--- config.mk ---
export PLATFORM = sky130hd
export DESIGN_NAME = sentence_crc8_checker_unit
export DESIGN_NICKNAME = d
export VERILOG_FILES = /design/src/rtl/scc_pkg.sv /design/src/rtl/scc_step.sv /design/src/rtl/sentence_crc8_checker_unit.sv
export SDC_FILE = /design/constraint.sdc
export NUM_CORES = 1
export LEC_CHECK = 0
export BUFFER_PORTS_ARGS = -buffer_cell sky130_fd_sc_hd__buf_2
export CAP_MARGIN = 20
export CORE_ASPECT_RATIO = 0.75
export CORE_MARGIN = 4
export CORE_UTILIZATION = 46
export CTS_BUF_LIST = sky130_fd_sc_hd__clkbuf_8
export DETAILED_ROUTE_END_ITERATION = 8
export GPL_ROUTABILITY_DRIVEN = 0
export PLACE_DENSITY = 0.73
export SLEW_MARGIN = 30
export SYNTH_ARGS = -nofsm -noshare
export SYNTH_HDL_FRONTEND = slang
export SYNTH_SLANG_ARGS = --single-unit
export TNS_END_PERCENT = 1
--- constraint.sdc ---
create_clock -name clk -period 9.6 [get_ports clk]
set_input_delay 1.92 -clock clk [delete_from_list [all_inputs] [get_ports clk]]
set_output_delay 1.92 -clock clk [all_outputs]
set_load 0.01 [all_outputs]
--- src/rtl/scc_pkg.sv ---
`default_nettype none
package scc_pkg;

	localparam logic [2:0] PH_DOLLAR   = 3'd0;
	localparam logic [2:0] PH_BODY     = 3'd1;
	localparam logic [2:0] PH_HEX_HI   = 3'd2;
	localparam logic [2:0] PH_HEX_LO   = 3'd3;
	localparam logic [2:0] PH_TAIL     = 3'd4;
	localparam logic [2:0] PH_AFTER_CR = 3'd5;
	localparam logic [2:0] PH_AFTER_LF = 3'd6;
	localparam logic [2:0] PH_SKIP     = 3'd7;

	localparam logic [2:0] FC_NONE   = 3'd0;
	localparam logic [2:0] FC_DOLLAR = 3'd1;
	localparam logic [2:0] FC_STAR   = 3'd2;
	localparam logic [2:0] FC_HEX    = 3'd3;
	localparam logic [2:0] FC_ENDING = 3'd4;
	localparam logic [2:0] FC_CRC    = 3'd5;

	localparam logic [7:0] CH_DOLLAR = 8'h24;
	localparam logic [7:0] CH_STAR   = 8'h2A;
	localparam logic [7:0] CH_CR     = 8'h0D;
	localparam logic [7:0] CH_LF     = 8'h0A;
	localparam logic [7:0] CRC_POLY  = 8'h07;

	localparam int IN_DATA_W  = 8;
	localparam int OUT_DATA_W = 24;

	typedef struct packed {
		logic [2:0] phase;
		logic [7:0] crc;
		logic [7:0] rx;
		logic [2:0] fault;
	} state_t;

	typedef struct packed {
		logic       frame_ok;
		logic [7:0] crc_received;
		logic [7:0] crc_computed;
		logic [2:0] fault_cause;
	} res_t;

	function automatic logic [7:0] crc8_byte(input logic [7:0] crc, input logic [7:0] b);
		logic [7:0] c;
		c = crc ^ b;
		for (int i = 0; i < 8; i++) begin
			if (c[7]) c = {c[6:0], 1'b0} ^ CRC_POLY;
			else c = {c[6:0], 1'b0};
		end
		return c;
	endfunction

	// bit 4 set: not a hex digit
	function automatic logic [4:0] hex_nibble(input logic [7:0] ch);
		logic [4:0] v;
		v = 5'h10;
		if (ch inside {[8'h30:8'h39]}) v = {1'b0, 4'(ch - 8'h30)};
		else if (ch inside {[8'h41:8'h46]}) v = {1'b0, 4'(ch - 8'h37)};
		else if (ch inside {[8'h61:8'h66]}) v = {1'b0, 4'(ch - 8'h57)};
		return v;
	endfunction

endpackage
`default_nettype wire

--- src/rtl/scc_step.sv ---
`default_nettype none
module scc_step import scc_pkg::*; (
	input  wire state_t     cur,
	input  wire logic [7:0] byte_in,
	input  wire logic       last_byte,
	output state_t          nxt,
	output res_t            res
);

	always_comb begin
		state_t     s;
		logic [4:0] nib;
		logic [2:0] cause;
		s = cur;
		nib = hex_nibble(byte_in);
		case (cur.phase)
			PH_DOLLAR: begin
				if (byte_in == CH_DOLLAR) s.phase = PH_BODY;
				else begin
					if (s.fault == FC_NONE) s.fault = FC_DOLLAR;
					s.phase = PH_SKIP;
				end
			end
			PH_BODY: begin
				if (byte_in == CH_STAR) s.phase = PH_HEX_HI;
				else s.crc = crc8_byte(cur.crc, byte_in);
			end
			PH_HEX_HI: begin
				if (!nib[4]) begin
					s.rx = {nib[3:0], 4'h0};
					s.phase = PH_HEX_LO;
				end else begin
					if (s.fault == FC_NONE) s.fault = FC_HEX;
					s.phase = PH_SKIP;
				end
			end
			PH_HEX_LO: begin
				if (!nib[4]) begin
					s.rx = {cur.rx[7:4], nib[3:0]};
					s.phase = PH_TAIL;
				end else begin
					if (s.fault == FC_NONE) s.fault = FC_HEX;
					s.phase = PH_SKIP;
				end
			end
			PH_TAIL: begin
				if (byte_in == CH_CR) s.phase = PH_AFTER_CR;
				else if (byte_in == CH_LF) s.phase = PH_AFTER_LF;
				else begin
					if (s.fault == FC_NONE) s.fault = FC_ENDING;
					s.phase = PH_SKIP;
				end
			end
			PH_AFTER_CR: begin
				if (byte_in == CH_LF) s.phase = PH_AFTER_LF;
				else begin
					if (s.fault == FC_NONE) s.fault = FC_ENDING;
					s.phase = PH_SKIP;
				end
			end
			PH_AFTER_LF: begin
				if (s.fault == FC_NONE) s.fault = FC_ENDING;
				s.phase = PH_SKIP;
			end
			default: begin
			end
		endcase

		cause = s.fault;
		if (cause == FC_NONE) begin
			if (s.phase == PH_BODY || s.phase == PH_DOLLAR) cause = FC_STAR;
			else if (s.phase == PH_HEX_HI || s.phase == PH_HEX_LO) cause = FC_HEX;
			else if (s.rx != s.crc) cause = FC_CRC;
		end

		res.frame_ok     = (cause == FC_NONE);
		res.crc_received = (cause == FC_HEX || cause == FC_STAR || cause == FC_DOLLAR) ?
			8'h00 : s.rx;
		res.crc_computed = s.crc;
		res.fault_cause  = cause;

		if (last_byte) begin
			nxt.phase = PH_DOLLAR;
			nxt.crc   = 8'h00;
			nxt.rx    = 8'h00;
			nxt.fault = FC_NONE;
		end else begin
			nxt = s;
		end
	end

endmodule
`default_nettype wire

--- src/rtl/sentence_crc8_checker_unit.sv ---
`default_nettype none
// Checks '$'-framed text sentences with a two-hex-digit CRC-8 (poly 0x07) after
// the '*', optional CR/LF, end marked by tlast. Takes one byte beat per cycle;
// the sentence state advances by a combinational CRC-8 byte update between the
// input register and the state/result registers. The last byte passes the
// input register, then its verdict loads the result register; the beat can
// wait on m_tready while the next sentence streams in; input stalls only when
// a finished sentence finds the result register still full.
module sentence_crc8_checker_unit import scc_pkg::*; (
	input  wire logic                  clk,
	input  wire logic                  arst_n,
	input  wire logic                  s_tvalid,
	output logic                       s_tready,
	input  wire logic [IN_DATA_W-1:0]  s_tdata,  // [7:0] byte_in
	input  wire logic                  s_tlast,  // last_byte
	output logic                       m_tvalid,
	input  wire logic                  m_tready,
	// [0] frame_ok, [8:1] crc_received, [16:9] crc_computed, [19:17] fault_cause,
	// [23:20] zero
	output logic [OUT_DATA_W-1:0]      m_tdata
);

	logic       valid_s1;
	logic [7:0] byte_s1;
	logic       last_s1;
	state_t     state_q;
	state_t     state_nxt;
	res_t       res_nxt;
	res_t       res_q;
	logic       out_valid_q;
	logic       adv;
	logic       out_load;

	assign adv      = valid_s1 && (!last_s1 || !out_valid_q || m_tready);
	assign out_load = adv && last_s1;
	assign s_tready = !valid_s1 || adv;

	always_ff @(posedge clk or negedge arst_n) begin
		if (!arst_n) begin
			valid_s1 <= 1'b0;
		end else if (s_tready) begin
			valid_s1 <= s_tvalid;
		end
	end

	always_ff @(posedge clk) begin
		if (s_tready && s_tvalid) begin
			byte_s1 <= s_tdata[7:0];
			last_s1 <= s_tlast;
		end
	end

	scc_step u_step (
		.cur       (state_q),
		.byte_in   (byte_s1),
		.last_byte (last_s1),
		.nxt       (state_nxt),
		.res       (res_nxt)
	);

	always_ff @(posedge clk or negedge arst_n) begin
		if (!arst_n) begin
			state_q <= '{phase: PH_DOLLAR, crc: 8'h00, rx: 8'h00, fault: FC_NONE};
		end else if (adv) begin
			state_q <= state_nxt;
		end
	end

	always_ff @(posedge clk or negedge arst_n) begin
		if (!arst_n) begin
			out_valid_q <= 1'b0;
		end else if (out_load) begin
			out_valid_q <= 1'b1;
		end else if (m_tready) begin
			out_valid_q <= 1'b0;
		end
	end

	always_ff @(posedge clk) begin
		if (out_load) res_q <= res_nxt;
	end

	assign m_tvalid = out_valid_q;
	assign m_tdata  = {4'h0, res_q.fault_cause, res_q.crc_computed,
		res_q.crc_received, res_q.frame_ok};

	a_ok_matches_cause: assert property (@(posedge clk) disable iff (!arst_n)
		m_tvalid |-> (m_tdata[0] == (m_tdata[19:17] == FC_NONE)))
		else $error("frame_ok disagrees with fault_cause");

	a_ok_crc_equal: assert property (@(posedge clk) disable iff (!arst_n)
		(m_tvalid && m_tdata[0]) |-> (m_tdata[8:1] == m_tdata[16:9]))
		else $error("pass reported with differing CRC values");

	a_state_cleared: assert property (@(posedge clk) disable iff (!arst_n)
		out_load |=> (state_q.phase == PH_DOLLAR && state_q.fault == FC_NONE &&
			state_q.crc == 8'h00))
		else $error("sentence state not cleared after last byte");

	a_no_result_overwrite: assert property (@(posedge clk) disable iff (!arst_n)
		(out_valid_q && !m_tready) |-> !out_load)
		else $error("pending result overwritten");

endmodule
`default_nettype wire

======== After elaboration in Yosys (flattened, before gate mapping) ========
Cells that the tools add are included.
word-level totals
  register bits after elaboration ......... 53
  latch bits .............................. 0
  bits in writable memories ............... 0
  ROM bits ................................ 0
  input port bits ......................... 13
  logic and storage cells ................. 122
  memories kept ........................... 0
cells by class
  $add $sub $neg .......................... 3
  $mul .................................... 0
  div/mod/pow operators ................... 0
  order comparisons ....................... 6
  equality and inequality tests ........... 17
  shift-type cells ........................ 0
  mux-type cells .......................... 52
  bitwise gates (word level) .............. 9
  reduce and logical (&&, ||, !) cells .... 23
operator list
  cell                                                                   number
  8-bit two-way mux                                                      17
  3-bit two-way mux                                                      23
  3-bit NOT                                                              8
  22-bit two-way mux                                                     1
  3-bit one-hot mux with 7 select lines                                  1
  3-bit by 2-bit == test with 1-bit output, second input constant        6
  8-bit by 4-bit == test with 1-bit output, second input constant        2
  8-bit by 6-bit == test with 1-bit output, second input constant        2
  8-bit by 7-bit >= comparator with 1-bit output, second input constant  2
  8-bit by 7-bit <= comparator with 1-bit output, second input constant  2
  8-bit one-hot mux with 2 select lines                                  1
  3-bit zero test                                                        5
  5-bit two-way mux                                                      3
  3-bit one-hot mux with 5 select lines                                  1
  3-bit by 1-bit == test with 1-bit output, second input constant        3
  3-bit == test, second input constant                                   3
  8-bit by 6-bit >= comparator with 1-bit output, second input constant  1
  8-bit by 6-bit <= comparator with 1-bit output, second input constant  1
  8-bit inequality test                                                  1
  4-bit by 3-bit subtractor with 4-bit output, second input constant     2
  8-bit bitwise XOR                                                      1
  1-bit logical OR                                                       7
  1-bit logical AND                                                      6
  4-bit two-way mux                                                      1
  other kinds (6)                                                        10

======== Longest topological paths before layout ========
Gate-level depths: netlist of the first run.
  depth after elaboration ................. 41
  gate-level depth with buffers ........... 11

======== Cells and area by module ========
From an unflattened synthesis of the first run, not the netlist that was laid out.
second synthesis, totals
  cell total of the unflattened synthesis .. 364
  area total of the unflattened synthesis .. 3,703.6 sq um
by module, submodules not included
  module                      instances  cells an instance  area each (sq um)  sequential area each (sq um)
  sentence_crc8_checker_unit  1          169                2,322.2            1,471.4
  scc_step                    1          195                1,381.3            0.0

======== Least setup slack after synthesis of the first run ========
OpenSTA, ideal clock, no wires.
  path kind ............................... in2out
  from .................................... in m_tready
  to ...................................... out s_tready
  data arrival time ....................... 2.159 ns
  data required time ...................... 7.680 ns
  path slack .............................. 5.521 ns
  stages .................................. 1
  buffers on the path ..................... 0
  cells stage by stage .................... nand4b_1
between the ends
  word-level cells in the longest chain between the ends .. 3
RTL lines
  what               line                              text
  start, declared    sentence_crc8_checker_unit.sv:17  input wire logic m_tready,
  1-bit logical OR   sentence_crc8_checker_unit.sv:34  assign adv = valid_s1 && (!last_s1 || !out_valid_q || m_tready);
  1-bit logical AND  sentence_crc8_checker_unit.sv:34
  1-bit logical OR   sentence_crc8_checker_unit.sv:36  assign s_tready = !valid_s1 || adv;
  end, declared      sentence_crc8_checker_unit.sv:13  output logic s_tready,
No other way between the ends.

======== Worst setup path in the final report of the first run ========
Ends and elaborated chain as after synthesis.

==> summary.md, run 1 <==
| Metric | Value |
|---|---|
| Netlist cell types | `65` |
| Cts bufs inserted | `5` |
| CTS max path bufs | `2` |
| Synth Warn # | `0` |
| Most frequent cells in the layout | `buf_2 (34), edfxtp_1 (29), dfrtp_1 (24), nor2_1 (22), nand2_1 (21)` |
| Ys async rst share | `45.3%` |
| Worst skew pair latency | `0.31 ns` |
| Arrival @ worst endpoint | `2.41 ns` |
| Unrepaired setup endpoints after global routing | `no` |
| Worst hold margin | `0.480 ns` |
| CORE AREA | `6380 um^2` |
| Hpwl dp | `4.96 mm` |
| Die height | `78.8 um` |
| I/O pin count | `39` |
| PostCTS Resize Cnt | `0` |
| Hold crit path type | `register to register` |
| Vias/cell | `5.73` |
| Final setup viols | `0` |
| CTS tree | `built` |
| Synth Area per Inst | `10.6 um^2` |
| Area grow syn2layout | `10.4%` |
| VDD IR max | `0.154 mV` |
| Post-synth EDFFs | `29` |
| Initial antenna violation count | `0` |
| WS Path Type | `input pin to output pin` |
| Vias in the first global route | `2204` |
| Seq/Total Area, Yosys | `47.9%` |
| Crit share post-route | `45.1%` |
| Placed insts | `393` |
| Setup crit end kind | `output pin` |
| Worst Skew | `0.00540 ns` |
| Final Max Slew Viols | `0` |
| Full die area | `8060 um^2` |
| Die Wd | `102 um` |
| Cts hold-fix bufs | `0` |
| Synth Instances | `290` |
| Final Critical Period | `4.33 ns` |
| Setup WS pre-CTS | `5.27 ns` |
| Power, Total | `0.781 mW` |
| Max Cap Violations | `0` |
| First-pass GRT wire length | `11.1 mm` |
| Placed Area | `3280 um^2` |
| Worst-Margin Slew | `0.808 ns` |
| Crit start category | `input pin` |
| Root Driver | `clkbuf_8` |
| # rows | `25` |
| Run status | `finished clean` |
| Layout Cells excl Fill | `401` |
| Leakage Power | `1.42 nW` |
| Starting Density | `48.1%` |
| Crit Path Max Fanout | `3` |
| Total Neg Setup Slack | `0 ns` |
| Via Count | `2296` |
| Final cell utilization of the core | `53.1%` |
| Postcts setup bufs | `0` |
| Largest net degree at the start of global routing | `25` |
| H-tree levels | `2` |
| P per Cell Area | `230 nW/um^2` |
| DRT Pass-1 Iters | `5` |
| Buffers on Ports | `34` |
| Post-route DRC | `0` |
| Finished Cell Area | `3390 um^2` |
| Total GRT Usage | `17.6%` |
| Total Nets Final | `336` |
| Final ANT Viol Nets | `0` |
| Maximum clock frequency | `231 MHz` |
| Worst relative slew slack | `46.1%` |
| Share of layout cells above drive strength 1 | `18.4%` |
| Synthesized area | `3070 um^2` |
| WP data required | `7.68 ns` |
| Synth area leader | `edfxtp_1` |
| Flops & latches, synth | `53` |
| Synth top area cells | `edfxtp_1 (28%), dfrtp_1 (20%), xnor2_1 (5.4%)` |
| Top cell type's share of synthesized area | `28.4%` |
| Final worst setup slack | `5.27 ns` |
| Diodes inserted | `0` |
| Clk slew on worst S/H paths | `0.09 ns` |
| Final WL | `6.74 mm` |
| GRT Residual Overflow | `0` |
| Wirelength per Cell | `16.8 um` |
| Final count of hold timing violations | `0` |
| Clock tree sinks | `53` |
| Initial drt markers | `185` |
| Most common cell after layout, fill and taps aside | `buf_2` |
| Main synth FF type | `edfxtp_1` |
[layer usage]
metal	vias to the layer above	track usage (%)	wire length [um]
li1	1109	-	-
met1	1095	27.0	3280
met2	77	25.2	2930
met3	15	3.78	393
met4	0	4.72	126
met5	-	0	0
[Yosys cell counts (3+ instances only)]
cell,number
xor2_1,10
a31oi_1,3
nor2_1,22
edfxtp_1,29
a21o_1,3
a21oi_2,3
nor2b_1,8
nand2b_1,6
nand3_1,5
dfrtp_1,24
xnor2_1,19
inv_1,12
buf_4,5
buf_2,3
a311oi_1,3
ha_1,4
nor3_1,6
clkbuf_1,7
nand3b_1,3
mux2i_1,5
a22o_1,9
a21oi_1,12
o21ai_0,17
nand2_1,21
[final cells by class]
class,count,area (um^2)
clock buffers,5,68.8
clock inverters,3,42.5
fillers,596,2990
inverters,12,45.0
multi-input cells,212,1480
flip-flops and latches,53,1470
well taps,81,101
repair buffers,35,178
[cell families after synthesis]
group	share of synthesized area, %
AND/OR/NAND/NOR	18.3
AO/OA/AOI/OAI	17.3
flip-flops	47.9
XOR/XNOR	9.00
buffers and inverters	4.15
multiplexers	1.63
adder cells (fa/ha/maj)	1.63
other	0.122
[critical path, stage by stage]
cell,delay (ns)
buf_2,0.11
nand4b_1,0.20
buf_2,0.18
[registers in the layout, indices dropped and copies added, names as in the netlist]
| signal | cells |
|---|---|
| byte_s1 | 8 |
| last_s1 | 1 |
| m_tdata | 20 |
| m_tvalid | 1 |
| state_q | 22 |
| valid_s1 | 1 |
[where the power goes]
group          total (mW)  internal [mW]  switching (mW)
Sequential          0.330          0.288          0.0413
Combinational       0.300          0.128           0.172
Clock               0.151         0.0773          0.0738
[worst paths after layout]
kind | start | end | slack (ns) | depth (start not counted)
min in group asynchronous | arst_n | state_q[18]$_DFFE_PN0P_ | 1.59 | 1
hold reg to reg | state_q[4]$_DFFE_PN0P_ | state_q[4]$_DFFE_PN0P_ | 0.48 | 1
hold / removal | state_q[4]$_DFFE_PN0P_ | state_q[4]$_DFFE_PN0P_ | 0.48 | 1
max in group asynchronous | arst_n | valid_s1$_DFFE_PN0N_ | 7.62 | 1
setup reg to reg | byte_s1[1]$_DFFE_PP_ | m_tdata[17]$_DFFE_PP_ | 5.87 | 10
setup / recovery | m_tready | s_tready | 5.27 | 3
No activity file was read; power rests on OpenSTA's default activity.
==> run 2: changes to the inputs <==
--- a/config.mk
+++ b/config.mk
@@ -13,7 +13,7 @@
 export CTS_BUF_LIST = sky130_fd_sc_hd__clkbuf_8
 export DETAILED_ROUTE_END_ITERATION = 8
 export GPL_ROUTABILITY_DRIVEN = 0
-export PLACE_DENSITY = 0.73
+export PLACE_DENSITY = 0.75
 export SLEW_MARGIN = 30
 export SYNTH_ARGS = -nofsm -noshare
 export SYNTH_HDL_FRONTEND = slang
==> constraint.sdc (replaced) <==
create_clock -name clk -period 3.5 [get_ports clk]
set_input_delay 0.7 -clock clk [delete_from_list [all_inputs] [get_ports clk]]
set_output_delay 0.7 -clock clk [all_outputs]
set_load 0.01 [all_outputs]
==> summary.md, run 2 (same netlist as run 1, synthesis figures left out) <==
| Metric | Value |
|---|---|
| Run status | `finished clean` |
| Root Driver | `clkbuf_8` |
| Cts bufs inserted | `5` |
| I/O pin count | `39` |
| Hpwl dp | `5.17 mm` |
| Worst relative slew slack | `44.2%` |
| Unrepaired setup endpoints after global routing | `no` |
| Total GRT Usage | `18.1%` |
| Postcts setup bufs | `0` |
| DRT Pass-1 Iters | `4` |
| Clk slew on worst S/H paths | `0.10 ns` |
| Final Max Slew Viols | `0` |
| Initial antenna violation count | `0` |
| WP data required | `3.54 ns` |
| Final Critical Period | `3.30 ns` |
| Final ANT Viol Nets | `0` |
| Crit start category | `register` |
| Hold crit path type | `input pin to async pin` |
| Seq pwr share | `40.0%` |
| Total Nets Final | `350` |
| Full die area | `8060 um^2` |
| Combinational group share of total power | `40.9%` |
| Leakage Power | `1.49 nW` |
| CP cell instances | `inv_1 -> ha_1 -> o21bai_1 -> a21o_1 -> o32ai_4 -> or3_4 -> and3_1 -> or4_4 -> nor4_4 -> a41oi_1` |
| Largest net degree at the start of global routing | `25` |
| Buffers on Ports | `34` |
| Most common cell after layout, fill and taps aside | `buf_2` |
| Worst-Margin Slew | `0.836 ns` |
| Cts hold-fix bufs | `0` |
| Crit Path Max Fanout | `4` |
| Most frequent cells in the layout | `buf_2 (34), edfxtp_1 (29), dfrtp_1 (24), nor2_1 (22), nand2_1 (21)` |
| Diodes inserted | `0` |
| Top reg by flops | `state_q` |
| Arrival @ worst endpoint | `3.34 ns` |
| CP Buf/Inv Count | `1` |
| P per Cell Area | `636 nW/um^2` |
| Worst path max stage delay | `0.54 ns` |
| Total Neg Setup Slack | `0 ns` |
| CTS tree | `built` |
| Via Count | `2346` |
| Worst hold margin | `0.370 ns` |
| Layout Cells excl Fill | `415` |
| H-tree levels | `2` |
| WS Path Type | `register to register` |
| Fill cells | `574` |
| Wirelength per Cell | `16.8 um` |
| Psw | `0.822 mW` |
| Clock tree sinks | `53` |
| Crit share post-route | `94.3%` |
| Worst Skew | `0.00799 ns` |
| CTS max path bufs | `2` |
| Starting Density | `48.1%` |
| Worst path slowest cell | `or4_4` |
| Area grow syn2layout | `14.5%` |
| VDD IR max | `0.377 mV` |
| Worst skew pair latency | `0.31 ns` |
| Initial drt markers | `169` |
| Maximum clock frequency | `303 MHz` |
| # rows | `25` |
| Delay-heaviest family, CP | `simple AND/OR/NAND/NOR gates` |
| Die height | `78.8 um` |
| Die Wd | `102 um` |
| Max Cap Violations | `0` |
| CP Depth | `10` |
| Largest register FFs | `22` |
| Placed insts | `407` |
| Vias/cell | `5.65` |
| Clock power share | `19.0%` |
| CORE AREA | `6380 um^2` |
| FF-to-FF path depth | `10` |
| Share of layout cells above drive strength 1 | `22.2%` |
| Final setup viols | `0` |
| Setup crit end kind | `register` |
| GRT Residual Overflow | `0` |
| Final WL | `6.96 mm` |
| Vias in the first global route | `2248` |
| Post-route DRC | `0` |
| Final cell utilization of the core | `55.1%` |
| Switching share of power | `36.8%` |
| First-pass GRT wire length | `11.3 mm` |
| Internal power | `1.41 mW` |
| Final count of hold timing violations | `0` |
[run 2: changes by cell type in the layout (fill, tap and decap cells not counted), sizes merged]
| cell | previous run | this run |
|---|---|---|
| clkinvlp | 0 | 1 |
| buf | 35 | 49 |
| inv | 13 | 12 |
[run 2: repair_timing]
item                                    CTS  global route
hold endpoints to repair                  0             0
resized for setup                         0             2
endpoints found under the setup margin    0             3
[run 2: power by group through the flow]
| stage | sequential (mW) | combinational [mW] | clock (mW) |
|---|---|---|---|
| after global placement | 0.902 | 0.869 | 0 |
| after CTS | 0.893 | 0.888 | 0.434 |
| after detailed placement | 0.903 | 0.885 | 0 |
| after global routing | 0.909 | 1.01 | 0.461 |
| after floorplan | 0.888 | 0.624 | 0 |
| final | 0.895 | 0.915 | 0.425 |
[run 2: area by class of cell]
class                           instances  area, um^2  share of cell area, %
Clock buffer                            5        68.8                   1.96
Clock inverter                          3        46.3                   1.32
Inverter                               12        45.0                   1.28
Multi-Input combinational cell        212        1500                   42.7
Sequential cell                        53        1470                   41.9
Tap cell                               81         101                   2.88
Timing Repair Buffer                   49         283                   8.04
[run 2: worst paths after layout]
kind,from,end,slack (ns)
min in group clk,state_q[9]$_DFFE_PN0P_,state_q[9]$_DFFE_PN0P_,0.51
max reg2reg,byte_s1[0]$_DFFE_PP_,m_tdata[17]$_DFFE_PP_,0.20
max in group asynchronous,arst_n,state_q[1]$_DFFE_PN0P_,2.74
min,arst_n,state_q[8]$_DFFE_PN0P_,0.37
max,byte_s1[0]$_DFFE_PP_,m_tdata[17]$_DFFE_PP_,0.20
min reg2reg,state_q[9]$_DFFE_PN0P_,state_q[9]$_DFFE_PN0P_,0.51
[run 2: worst register-to-register path, stage by stage, from the launching register on]
cell and delay [ns]:
edfxtp_1 0.41, inv_1 0.10, ha_1 0.25, o21bai_1 0.28, a21o_1 0.31, o32ai_4 0.13
or3_4 0.37, and3_1 0.19, or4_4 0.54, nor4_4 0.30, a41oi_1 0.15
[run 2: stage by stage]
stage / total power [mW] / setup slack [ns] / instance area (um^2)
after CTS: 2.21 / 0.103 / 3500
after global routing: 2.38 / 0.00395 / 3520
final: 2.23 / 0.199 / 3520
after detailed placement: 1.79 / 0.133 / 3380
after floorplan: 1.51 / 0.112 / 3080
after global placement: 1.77 / 0.236 / 3380
[run 2: layer usage]
metal	wire length (um)	global-route usage, %
met1	3220	26.3
met2	3160	28.0
met3	508	3.16
met4	70	4.46
met5	0	0
==> run 3: changes to the inputs <==
--- a/config.mk
+++ b/config.mk
@@ -7,13 +7,13 @@
 export LEC_CHECK = 0
 export BUFFER_PORTS_ARGS = -buffer_cell sky130_fd_sc_hd__buf_2
 export CAP_MARGIN = 20
-export CORE_ASPECT_RATIO = 0.75
+export CORE_ASPECT_RATIO = 0.9
 export CORE_MARGIN = 4
-export CORE_UTILIZATION = 46
+export CORE_UTILIZATION = 54
 export CTS_BUF_LIST = sky130_fd_sc_hd__clkbuf_8
 export DETAILED_ROUTE_END_ITERATION = 8
 export GPL_ROUTABILITY_DRIVEN = 0
-export PLACE_DENSITY = 0.75
+export PLACE_DENSITY = 0.85
 export SLEW_MARGIN = 30
 export SYNTH_ARGS = -nofsm -noshare
 export SYNTH_HDL_FRONTEND = slang
==> summary.md, run 3 (same netlist as run 1, synthesis figures left out) <==
| Metric | Value |
|---|---|
| Die height | `79.6 um` |
| Vias/cell | `6.01` |
| Die Wd | `87.5 um` |
| DRT Pass-1 Iters | `5` |
| Area grow syn2layout | `13.2%` |
| Leakage Power | `1.49 nW` |
| Internal power | `1.34 mW` |
| Clock tree sinks | `53` |
| Crit Path Max Fanout | `5` |
| Most frequent cells in the layout | `buf_2 (34), edfxtp_1 (29), dfrtp_1 (24), nor2_1 (22), nand2_1 (21)` |
| P per Cell Area | `615 nW/um^2` |
| Final Critical Period | `3.35 ns` |
| Flop2flop setup slack | `0.15 ns` |
| GRT Residual Overflow | `0` |
| Most common cell after layout, fill and taps aside | `buf_2` |
| H-tree levels | `2` |
| Wirelength per Cell | `17.4 um` |
| Run status | `finished clean` |
| Hold crit path type | `input pin to async pin` |
| Root Driver | `clkbuf_8` |
| CTS max path bufs | `2` |
| Worst path slowest cell | `or4b_4` |
| Max Cap Violations | `0` |
| Full die area | `6960 um^2` |
| Final setup viols | `0` |
| Final count of hold timing violations | `0` |
| Worst-Margin Slew | `0.826 ns` |
| Setup crit end kind | `register` |
| Final Max Slew Viols | `0` |
| Clk slew on worst S/H paths | `0.09 ns` |
| Share of layout cells above drive strength 1 | `22.5%` |
| Total Neg Setup Slack | `0 ns` |
| First-pass GRT wire length | `11.6 mm` |
| Diodes inserted | `0` |
| Arrival @ worst endpoint | `3.38 ns` |
| Worst relative slew slack | `44.9%` |
| Combinational group share of total power | `43.5%` |
| Total Nets Final | `354` |
| Maximum clock frequency | `298 MHz` |
| Crit share post-route | `95.8%` |
| CTS tree | `built` |
| PostCTS Resize Cnt | `0` |
| Buffers on Ports | `34` |
| WS Path Type | `register to register` |
| CORE AREA | `5380 um^2` |
| CP cell instances | `inv_1 -> ha_1 -> nor3b_2 -> or4b_4 -> o21ai_2 -> nand3_1 -> and3b_1 -> or4_4 -> nor4_2 -> a41oi_1` |
| Initial antenna violation count | `0` |
| Hpwl dp | `5.18 mm` |
| Initial drt markers | `217` |
| Worst path max stage delay | `0.55 ns` |
| Final ANT Viol Nets | `0` |
| Switching share of power | `37.4%` |
| Postcts setup bufs | `0` |
| Largest net degree at the start of global routing | `25` |
| Final WL | `7.05 mm` |
| Clock power share | `15.2%` |
| Top reg by flops | `state_q` |
| Vias in the first global route | `2379` |
| Worst skew pair latency | `0.31 ns` |
| # rows | `25` |
| Starting Density | `57.1%` |
| Worst Skew | `0.0105 ns` |
| Cts bufs inserted | `5` |
| Crit start category | `register` |
| Total GRT Usage | `21.8%` |
| FF-to-FF Start | `byte_s1[0]$_DFFE_PP_` |
| I/O pin count | `39` |
| Worst hold margin | `0.389 ns` |
| Seq pwr share | `41.3%` |
| WP data required | `3.53 ns` |
| Largest register FFs | `22` |
| Psw | `0.800 mW` |
| Crit. Startpoint | `byte_s1[0]$_DFFE_PP_` |
| Unrepaired setup endpoints after global routing | `no` |
| Post-route DRC | `0` |
| Cts hold-fix bufs | `0` |
| Via Count | `2436` |
| VDD IR max | `0.403 mV` |
run 3: changes by cell type in the layout (fill, tap and decap cells not counted), sizes merged:
cell and delta:
clkinv +2, clkinvlp -1, buf +4, bufinv -1
run 3: worst paths after layout:
| kind | cells past startpoint | endpoint |
|---|---|---|
| max | 10 | m_tdata[17]$_DFFE_PP_ |
| max in group asynchronous | 1 | state_q[3]$_DFFE_PN0P_ |
| min in group clk | 1 | state_q[4]$_DFFE_PN0P_ |
| min reg2reg | 1 | state_q[4]$_DFFE_PN0P_ |
| min | 1 | state_q[8]$_DFFE_PN0P_ |
| max reg2reg | 10 | m_tdata[17]$_DFFE_PP_ |
run 3: power by group through the flow:
stage | sequential (mW) | clock, mW | combinational [mW]
2_1_floorplan | 0.888 | 0 | 0.624
3_3_place_gp | 0.887 | 0 | 0.897
3_5_place_dp | 0.892 | 0 | 0.917
4_1_cts | 0.880 | 0.333 | 0.923
5_1_grt | 0.895 | 0.362 | 1.01
6_report | 0.882 | 0.326 | 0.930
run 3: area by class of cell:
| type | count | area [um^2] |
|---|---|---|
| Clock buffer | 5 | 68.8 |
| Clock inverter | 3 | 12.5 |
| Fill cell | 437 | 1900 |
| Inverter | 12 | 45.0 |
| Multi-Input combinational cell | 212 | 1480 |
| Sequential cell | 53 | 1470 |
| Tap cell | 67 | 83.8 |
| Timing Repair Buffer | 53 | 313 |
run 3: through the flow:
| stage | std cells | power, mW | util (%) | setup WS, ns | area (um^2) |
|---|---|---|---|---|---|
| 2_1_floorplan | 293 | 1.51 | - | 0.112 | 3080 |
| 3_3_place_gp | 397 | 1.78 | 63.1 | 0.290 | 3400 |
| 3_5_place_dp | 397 | 1.81 | 63.1 | 0.215 | 3400 |
| 4_1_cts | 405 | 2.14 | 64.7 | 0.192 | 3480 |
| 5_1_grt | 405 | 2.27 | 64.7 | 0.0108 | 3480 |
| 6_report | 405 | 2.14 | 64.7 | 0.147 | 3480 |
run 3: routing by layer:
metal	vias to the layer above	wire length, um	GRT usage, %
met5	-	0	0
met4	0	203	7.82
met1	1152	3080	29.5
li1	1140	-	-
met2	116	3260	35.1
met3	28	499	3.61
run 3: critical path: cells and delay by family, from the launching register on:
family | cells | cell delay (ns)
AND/OR/NAND/NOR | 6 | 1.88
adder cells (fa/ha/maj) | 1 | 0.24
flip-flops | 1 | 0.39
buffers and inverters | 1 | 0.09
AO/OA/AOI/OAI | 2 | 0.48
